<file path="config.mk">
export PLATFORM = sky130hd
export DESIGN_NAME = ntc_table_temperature_convert_top
export DESIGN_NICKNAME = d
export VERILOG_FILES = /design/src/hdl/ntc_pkg.sv /design/src/hdl/ntc_table_temperature_convert_top.sv /design/src/hdl/ntc_div.sv /design/src/hdl/ntc_search.sv
export SDC_FILE = /design/constraint.sdc
export NUM_CORES = 2
export LEC_CHECK = 0
export BUFFER_PORTS_ARGS = -buffer_cell sky130_fd_sc_hd__buf_4
export CELL_PAD_IN_SITES_DETAIL_PLACEMENT = 0
export CELL_PAD_IN_SITES_GLOBAL_PLACEMENT = 1
export CORE_MARGIN = 2
export CORE_UTILIZATION = 48
export DETAILED_ROUTE_END_ITERATION = 8
export PLACE_DENSITY_LB_ADDON = 0.1
export SYNTH_ARGS = -nofsm -noshare
export SYNTH_HDL_FRONTEND = slang
export SYNTH_SLANG_ARGS = --single-unit
</file>
<file path="constraint.sdc">
create_clock -name clk -period 35.4 [get_ports clk]
set_input_delay 5.31 -clock clk [delete_from_list [all_inputs] [get_ports clk]]
set_output_delay 5.31 -clock clk [all_outputs]
set_load 0.05 [all_outputs]
</file>
<file path="src/hdl/ntc_pkg.sv">
`default_nettype none

package ntc_pkg;

    // Rows held in the constant table
    localparam int STORED_ROWS = 19;
    localparam int IDX_W       = 5;
    localparam int RES_W       = 13;
    localparam int OHM_W       = 12;
    localparam int DEG_W       = 7;
    localparam int TEMP_W      = 10;
    localparam int FRAC_W      = 4;

    // Full-scale constants of the resistance formula
    localparam int ADC_W      = 12;
    localparam int REF_R      = 15000;
    localparam int REF_COUNT  = 5000;
    localparam int RES_NUM_W  = 26;
    localparam int RES_DEN_W  = 16;

    // Interpolation steps per table row
    localparam int FRAC_FULL  = 10;
    localparam int FRAC_NUM_W = 16;

    typedef logic [IDX_W-1:0] idx_t;
    typedef logic [OHM_W-1:0] ohm_t;
    typedef logic [RES_W-1:0] res_t;

    // Table temperature of a row: 5 degrees per row, first row at 5
    function automatic logic [DEG_W-1:0] row_deg(input idx_t idx);
        logic [DEG_W-1:0] base;
        base = DEG_W'(idx) + DEG_W'(1);
        return DEG_W'(base * DEG_W'(5));
    endfunction

    // Table resistance of a row for the selected sensor column
    function automatic ohm_t row_ohms(input idx_t idx, input logic col);
        ohm_t val;
        val = '0;
        unique case (idx)
            5'd0:  val = col ? 12'd2592 : 12'd2265;
            5'd1:  val = col ? 12'd2017 : 12'd1830;
            5'd2:  val = col ? 12'd1583 : 12'd1487;
            5'd3:  val = col ? 12'd1253 : 12'd1216;
            5'd4:  val = col ? 12'd1000 : 12'd1000;
            5'd5:  val = col ? 12'd803  : 12'd827;
            5'd6:  val = col ? 12'd650  : 12'd687;
            5'd7:  val = col ? 12'd530  : 12'd574;
            5'd8:  val = col ? 12'd434  : 12'd481;
            5'd9:  val = col ? 12'd358  : 12'd406;
            5'd10: val = col ? 12'd297  : 12'd344;
            5'd11: val = col ? 12'd248  : 12'd293;
            5'd12: val = col ? 12'd208  : 12'd250;
            5'd13: val = col ? 12'd176  : 12'd215;
            5'd14: val = col ? 12'd149  : 12'd185;
            5'd15: val = col ? 12'd127  : 12'd160;
            5'd16: val = col ? 12'd108  : 12'd139;
            5'd17: val = col ? 12'd93   : 12'd121;
            5'd18: val = col ? 12'd80   : 12'd106;
            default: val = '0;
        endcase
        return val;
    endfunction

endpackage

`default_nettype wire

</file>
<file path="src/hdl/ntc_table_temperature_convert_top.sv">
`default_nettype none

// Channel  Dir  Width  Contents
// s_*      in   16+1   tdata: adc_sample; tuser: sensor_sel
// m_*      out  24+1   tdata: resistance, temp_tenths; tuser: out_of_table
//
// One sample per cycle while the output is not stalled. Samples pass through the
// 13-stage resistance divider, the search stages, the 4-stage fraction divider
// and the output register. The whole pipeline advances together and holds while a
// result waits on m_tready; s_tready follows that hold. Reset clears valid bits.
module ntc_table_temperature_convert_top #(
    parameter int TABLE_ROWS = 19
) (
    input  wire logic        clk,
    input  wire logic        rst_n,
    input  wire logic        s_tvalid,
    output logic             s_tready,
    input  wire logic [15:0] s_tdata,   // [15:0] adc_sample
    input  wire logic        s_tuser,   // [0] sensor_sel
    output logic             m_tvalid,
    input  wire logic        m_tready,
    output logic [23:0]      m_tdata,   // [12:0] resistance, [22:13] temp_tenths, [23] zero
    output logic             m_tuser    // [0] out_of_table
);
    import ntc_pkg::*;

    localparam int ROWS = (TABLE_ROWS > STORED_ROWS) ? STORED_ROWS :
                          (TABLE_ROWS < 2) ? 2 : TABLE_ROWS;
    localparam int SIDE2_W = RES_W + IDX_W + 2;

    logic en;
    assign en       = !m_tvalid || m_tready;
    assign s_tready = en;

    // Resistance = 15000*a / (10*(5000-a)); both truncations fold into one
    logic [ADC_W-1:0]     adc;
    logic [RES_NUM_W-1:0] res_num;
    logic [RES_DEN_W-1:0] res_den;

    assign adc     = s_tdata[15:4];
    assign res_num = RES_NUM_W'(adc) * RES_NUM_W'(REF_R);
    assign res_den = RES_DEN_W'(RES_DEN_W'(REF_COUNT) - RES_DEN_W'(adc)) * RES_DEN_W'(10);

    logic d1_valid;
    res_t d1_res;
    logic d1_col;

    ntc_div #(
        .NUM_W  (RES_NUM_W),
        .DEN_W  (RES_DEN_W),
        .Q_W    (RES_W),
        .SIDE_W (1)
    ) u_res_div (
        .clk       (clk),
        .rst_n     (rst_n),
        .en        (en),
        .in_valid  (s_tvalid),
        .num       (res_num),
        .den       (res_den),
        .side_in   (s_tuser),
        .out_valid (d1_valid),
        .quot      (d1_res),
        .side_out  (d1_col)
    );

    logic sr_valid;
    idx_t sr_lo;
    res_t sr_res;
    logic sr_col;

    ntc_search #(
        .ROWS (ROWS)
    ) u_search (
        .clk       (clk),
        .rst_n     (rst_n),
        .en        (en),
        .in_valid  (d1_valid),
        .res_in    (d1_res),
        .col_in    (d1_col),
        .out_valid (sr_valid),
        .lo        (sr_lo),
        .res_out   (sr_res),
        .col_out   (sr_col)
    );

    // Bracket check and fraction operands
    idx_t                  sr_hi;
    res_t                  r_left;
    res_t                  r_right;
    logic                  above;
    logic                  beyond;
    logic [FRAC_NUM_W-1:0] frac_num;
    logic [OHM_W-1:0]      frac_den;

    assign sr_hi    = sr_lo + IDX_W'(1);
    assign r_left   = RES_W'(row_ohms(sr_lo, sr_col));
    assign r_right  = RES_W'(row_ohms(sr_hi, sr_col));
    assign above    = sr_res > r_left;
    assign beyond   = sr_res < r_right;
    assign frac_num = (above || beyond) ? '0 :
                      FRAC_NUM_W'(r_left - sr_res) * FRAC_NUM_W'(FRAC_FULL);
    assign frac_den = OHM_W'(r_left - r_right);

    logic               d2_valid;
    logic [FRAC_W-1:0]  d2_frac;
    logic [SIDE2_W-1:0] d2_side;
    res_t               o_res;
    idx_t               o_lo;
    logic               o_flag;
    logic               o_beyond;

    ntc_div #(
        .NUM_W  (FRAC_NUM_W),
        .DEN_W  (OHM_W),
        .Q_W    (FRAC_W),
        .SIDE_W (SIDE2_W)
    ) u_frac_div (
        .clk       (clk),
        .rst_n     (rst_n),
        .en        (en),
        .in_valid  (sr_valid),
        .num       (frac_num),
        .den       (frac_den),
        .side_in   ({beyond, above || beyond, sr_lo, sr_res}),
        .out_valid (d2_valid),
        .quot      (d2_frac),
        .side_out  (d2_side)
    );

    assign {o_beyond, o_flag, o_lo, o_res} = d2_side;

    // Clamp the fraction and blend the two row temperatures
    logic [FRAC_W-1:0] frac;
    logic [TEMP_W-1:0] temp;

    assign frac = o_beyond ? FRAC_W'(FRAC_FULL) : (o_flag ? '0 : d2_frac);
    assign temp = TEMP_W'(row_deg(o_lo + IDX_W'(1))) * TEMP_W'(frac) +
                  TEMP_W'(row_deg(o_lo)) * TEMP_W'(FRAC_W'(FRAC_FULL) - frac);

    // Output register
    logic              out_valid_reg;
    res_t              out_res_reg;
    logic [TEMP_W-1:0] out_temp_reg;
    logic              out_flag_reg;

    always_ff @(posedge clk or negedge rst_n)
    begin
        if (!rst_n)
        begin
            out_valid_reg <= 1'b0;
        end
        else if (en)
        begin
            out_valid_reg <= d2_valid;
        end
    end

    always_ff @(posedge clk)
    begin
        if (en)
        begin
            out_res_reg  <= o_res;
            out_temp_reg <= temp;
            out_flag_reg <= o_flag;
        end
    end

    assign m_tvalid = out_valid_reg;
    assign m_tdata  = {1'b0, out_temp_reg, out_res_reg};
    assign m_tuser  = out_flag_reg;

    // Checks
    a_flag_ends: assert property (@(posedge clk) disable iff (!rst_n)
        m_tvalid && m_tuser |-> (m_tdata[22:13] == 10'd50 || m_tdata[22:13] == 10'd950))
        else $error("flagged result not at a table end");

    a_temp_range: assert property (@(posedge clk) disable iff (!rst_n)
        m_tvalid |-> (m_tdata[22:13] >= 10'd50 && m_tdata[22:13] <= 10'd950))
        else $error("temperature out of table range");

    a_hold: assert property (@(posedge clk) disable iff (!rst_n)
        m_tvalid && !m_tready |=> m_tvalid && $stable(m_tdata) && $stable(m_tuser))
        else $error("result changed while stalled");

endmodule

`default_nettype wire

</file>
<file path="src/hdl/ntc_div.sv">
`default_nettype none

// Pipelined restoring divider, one quotient bit per stage.
// The caller guarantees the quotient fits in Q_W bits.
module ntc_div #(
    parameter int NUM_W  = 26,
    parameter int DEN_W  = 16,
    parameter int Q_W    = 13,
    parameter int SIDE_W = 1
) (
    input  wire logic              clk,
    input  wire logic              rst_n,
    input  wire logic              en,
    input  wire logic              in_valid,
    input  wire logic [NUM_W-1:0]  num,
    input  wire logic [DEN_W-1:0]  den,
    input  wire logic [SIDE_W-1:0] side_in,
    output logic                   out_valid,
    output logic [Q_W-1:0]         quot,
    output logic [SIDE_W-1:0]      side_out
);

    localparam int CW = (NUM_W > DEN_W + Q_W) ? NUM_W : DEN_W + Q_W;

    logic              valid_reg [Q_W+1];
    logic [CW-1:0]     rem_reg   [Q_W+1];
    logic [DEN_W-1:0]  den_reg   [Q_W+1];
    logic [Q_W-1:0]    quot_reg  [Q_W+1];
    logic [SIDE_W-1:0] side_reg  [Q_W+1];

    // Input stage
    always_ff @(posedge clk or negedge rst_n)
    begin
        if (!rst_n)
        begin
            valid_reg[0] <= 1'b0;
        end
        else if (en)
        begin
            valid_reg[0] <= in_valid;
        end
    end

    always_ff @(posedge clk)
    begin
        if (en)
        begin
            rem_reg[0]  <= CW'(num);
            den_reg[0]  <= den;
            quot_reg[0] <= '0;
            side_reg[0] <= side_in;
        end
    end

    // One trial subtraction per stage, most significant bit first
    for (genvar i = 0; i < Q_W; i++)
    begin : g_stage
        localparam int BIT = Q_W - 1 - i;
        logic [CW-1:0]  trial;
        logic           fits;
        logic [Q_W-1:0] qbit;

        assign trial = CW'(den_reg[i]) << BIT;
        assign fits  = (rem_reg[i] >= trial);
        assign qbit  = Q_W'(fits) << BIT;

        always_ff @(posedge clk or negedge rst_n)
        begin
            if (!rst_n)
            begin
                valid_reg[i+1] <= 1'b0;
            end
            else if (en)
            begin
                valid_reg[i+1] <= valid_reg[i];
            end
        end

        always_ff @(posedge clk)
        begin
            if (en)
            begin
                rem_reg[i+1]  <= fits ? rem_reg[i] - trial : rem_reg[i];
                den_reg[i+1]  <= den_reg[i];
                quot_reg[i+1] <= quot_reg[i] | qbit;
                side_reg[i+1] <= side_reg[i];
            end
        end
    end

    assign out_valid = valid_reg[Q_W];
    assign quot      = quot_reg[Q_W];
    assign side_out  = side_reg[Q_W];

endmodule

`default_nettype wire

</file>
<file path="src/hdl/ntc_search.sv">
`default_nettype none

// Pipelined binary search for the bracketing rows of a descending table.
module ntc_search #(
    parameter int ROWS = 19
) (
    input  wire logic          clk,
    input  wire logic          rst_n,
    input  wire logic          en,
    input  wire logic          in_valid,
    input  wire ntc_pkg::res_t res_in,
    input  wire logic          col_in,
    output logic               out_valid,
    output ntc_pkg::idx_t      lo,
    output ntc_pkg::res_t      res_out,
    output logic               col_out
);
    import ntc_pkg::*;

    localparam int STEPS = (ROWS <= 2) ? 1 : $clog2(ROWS - 1);

    logic  valid_reg [STEPS+1];
    idx_t  lo_reg    [STEPS+1];
    idx_t  hi_reg    [STEPS+1];
    res_t  res_reg   [STEPS+1];
    logic  col_reg   [STEPS+1];

    // Load the full row span
    always_ff @(posedge clk or negedge rst_n)
    begin
        if (!rst_n)
        begin
            valid_reg[0] <= 1'b0;
        end
        else if (en)
        begin
            valid_reg[0] <= in_valid;
        end
    end

    always_ff @(posedge clk)
    begin
        if (en)
        begin
            lo_reg[0]  <= '0;
            hi_reg[0]  <= IDX_W'(ROWS - 1);
            res_reg[0] <= res_in;
            col_reg[0] <= col_in;
        end
    end

    // Halve the span once per stage
    for (genvar i = 0; i < STEPS; i++)
    begin : g_step
        logic [IDX_W:0] sum;
        idx_t           mid;
        logic           open;
        logic           below;

        assign sum   = (IDX_W+1)'(lo_reg[i]) + (IDX_W+1)'(hi_reg[i]) + (IDX_W+1)'(1);
        assign mid   = sum[IDX_W:1];
        assign open  = (hi_reg[i] - lo_reg[i]) > IDX_W'(1);
        assign below = (RES_W'(row_ohms(mid, col_reg[i])) < res_reg[i]);

        always_ff @(posedge clk or negedge rst_n)
        begin
            if (!rst_n)
            begin
                valid_reg[i+1] <= 1'b0;
            end
            else if (en)
            begin
                valid_reg[i+1] <= valid_reg[i];
            end
        end

        always_ff @(posedge clk)
        begin
            if (en)
            begin
                lo_reg[i+1]  <= (open && !below) ? mid : lo_reg[i];
                hi_reg[i+1]  <= (open && below) ? mid : hi_reg[i];
                res_reg[i+1] <= res_reg[i];
                col_reg[i+1] <= col_reg[i];
            end
        end
    end

    // Search ends with hi one above lo
    assign out_valid = valid_reg[STEPS];
    assign lo        = lo_reg[STEPS];
    assign res_out   = res_reg[STEPS];
    assign col_out   = col_reg[STEPS];

endmodule

`default_nettype wire
</file>
==> flow_summary_export.csv <==
group,metric,value,unit
clock_tree,clock_sinks,1004,
critical_path,path_class,"input port to output pin",
sta,clock_skew,0.0215,ns
synthesis,avgSynthCellArea,11.4,um^2
drt,first_iter_violations,2374,
synthesis,synthTopCellsByCount,"edfxtp_1, inv_1, ha_1",
sta,relSlewSlack,24.0,%
critical_path,crit_start,"m_tready",
global_routing,first_global_vias,36400,
critical_path,worst-path-max-fanout,18,
clock_tree,ctsHtreeMaxLevel,3,
cells_and_area,area_growth,9.42,%
synthesis,yosys_warnings,0,
global_routing,overflow,0,
drt,wl_met2,55100,um
die,die_w,355,um
sta,rsz0062_at_grt,"no",
placed_design,placedInstanceArea,0.0612,mm^2
clock_tree,cts_tree,"done",
die,initial_core_util,48.5,%
synthesis,syn_inst,5185,
synthesis,ys_types,113,
cells_and_area,final_nets,5885,
die,die_h,355,um
synthesis,syn_area,0.0592,mm^2
global_routing,gr-usage-all-layers,18.4,%
sta,post-route-min-period,11.33,ns
synthesis,seq_area_frac_synth,50.7,%
die,io_pins,48,
run,drv_cap,0,
synthesis,ys_ff_latch,1004,
synthesis,yosys.area.top_type,"edfxtp_1",
clock_tree,cts_resized,0,
drt,ant_nets,0,
drt,routed_via_density,5.32,
drt,wl_per_cell,16.4,um
clock_tree,cts_made_buffers,108,
cells_and_area,diodes,0,
critical_path,reg2reg_depth,25,
critical_path,cp.required,30.09,ns
critical_path,startpoint_type,"input port",
min_path,worstHoldEndpoint,"u_res_div.quot_reg[1][68]",
global_routing,grt_pass1_wl,189000,um
synthesis,synth_top_area_share,49.6,%
die,dieArea,0.126,mm^2
critical_path,r2r-end,"out_temp_reg[9]",
min_path,min_from,"u_res_div.quot_reg[1][55]",
clock_tree,hold_buffers,0,
drt,drt-total-wl,114000,um
synthesis,syn_nets,5833,
clock_tree,clk_latency,0.71,ns
die,core_area,0.122,mm^2
synthesis,synth_most_common_cell,"edfxtp_1",
drt,wl_met3,3910,um
sta,worst_slew_pin_slew,1.14,ns
placed_design,gp_congestion,0.841,
drt,top_layer_used,"met4",
clock_tree,clock_path_buffers,3,
sta,fmax,0.0883,GHz
global_routing,antenna_found_initial,0,
cells_and_area,drive_above_1_share,7.94,%
synthesis,synth_edf_count,978,
drt,wl_met1,51900,um
drt,firstDrtPassIters,6,
sta,finalHoldViolCount,0,
cells_and_area,final_area,0.0648,mm^2
sta,post-route-period-util,32.0,%
clock_tree,cts_root_buffer,"clkbuf_16",
clock_tree,clk_pin_slew,0.06,ns
die,rows,128,
synthesis,synth_area_leaders,"edfxtp_1, ha_1, inv_1",
global_routing,grt_start_max_net_pins,176,
outcome,status,"complete, no violations",
critical_path,worstPathArrival,6.02,ns
drt,via_count,36900,
placed_design,numPortBuffers,42,
critical_path,endpoint_kind,"output pin",
sta,fin_setup_tns,0,ns
critical_path,timing.reg2reg.setup_slack,27.96,ns
synthesis,synth_ff_type,"edfxtp_1",
clock_tree,cts_setup_buffers,0,
synthesis,synth-async-reset-ratio,2.59,%
min_path,holdPathStages,0,
critical_path,r2r-start,"u_frac_div.side_reg[0][93]",
min_path,hold_class,"register to register",
drt,drc,0,
sta,slew_violations,0,
sta,setup_viol,0,
cells_and_area,utilization,53.1,%
placed_design,dp_hpwl,84800,um
cells_and_area,largest_register_ff_count,328,
==> kinds of logic (layout without fill, tap and decap cells) <==
logic type	count (synthesis)	count (layout)	synth area share, %
and+or+nand+nor	1237	1237	10.3
AOI/OAI and AO/OA	1129	1129	12.1
DFF	1004	1004	50.7
buffers and inverters	713	854	4.76
adders and majority gates	631	631	14.6
xor gates and xnor gates	342	342	5.08
muxes	128	128	2.39
other	1	1	0.00633
==> worst max path at each step <==
stage / end / slack [ns] / depth (start not counted)
global route: s_tready / 24.01 / 3
finish: s_tready / 24.07 / 3
global placement: s_tready / 24.03 / 3
detailed placement: s_tready / 24.02 / 3
CTS: s_tready / 24.02 / 3
floorplan: s_tready / 0.63 / 3
==> final cells by class <==
cell class / instances / area [um^2]
clock buffers: 123 / 2760
clock inverters: 76 / 807
repair buffers: 74 / 593
flip-flops and latches: 1004 / 30000
well taps: 1625 / 2030
fillers: 10700 / 57300
inverters: 581 / 2180
multi-input cells: 3468 / 26400
==> placed cells by master, fill, tap and decap left out, types with 106 or more instances in the layout <==
| cell | n |
|---|---|
| o21ai_0 | 235 |
| a21oi_1 | 369 |
| a21o_1 | 106 |
| clkbuf_16 | 108 |
| xnor2_1 | 230 |
| nand2_1 | 302 |
| ha_1 | 522 |
| edfxtp_1 | 978 |
| xor2_1 | 110 |
| inv_1 | 576 |
| nor2_1 | 352 |
==> worst max-delay path, cell delays in order <==
cell	delay (ns)
buf_4	0.11
nand2b_4	0.29
buf_4	0.28
==> per-layer routing <==
layer  vias up  GRT usage [%]
li1      18800              -
met1     17400           24.2
met2       549           31.4
met3       179           2.30
met4         0           6.19
met5         -              0
==> per-stage QoR <==
stage               std cells  hold WS (ns)  setup WS, ns
detailed placement       6752         0.405         24.02
finish                   6951         0.411         24.07
global route             6951         0.416         24.01
global placement         6752         0.400         24.03
floorplan                5185         0.400         0.633
CTS                      6951         0.405         24.02
Power is left out: the tool's default activity adds up to more than one toggle a clock period on the data nets, which glitch-free logic cannot reach.
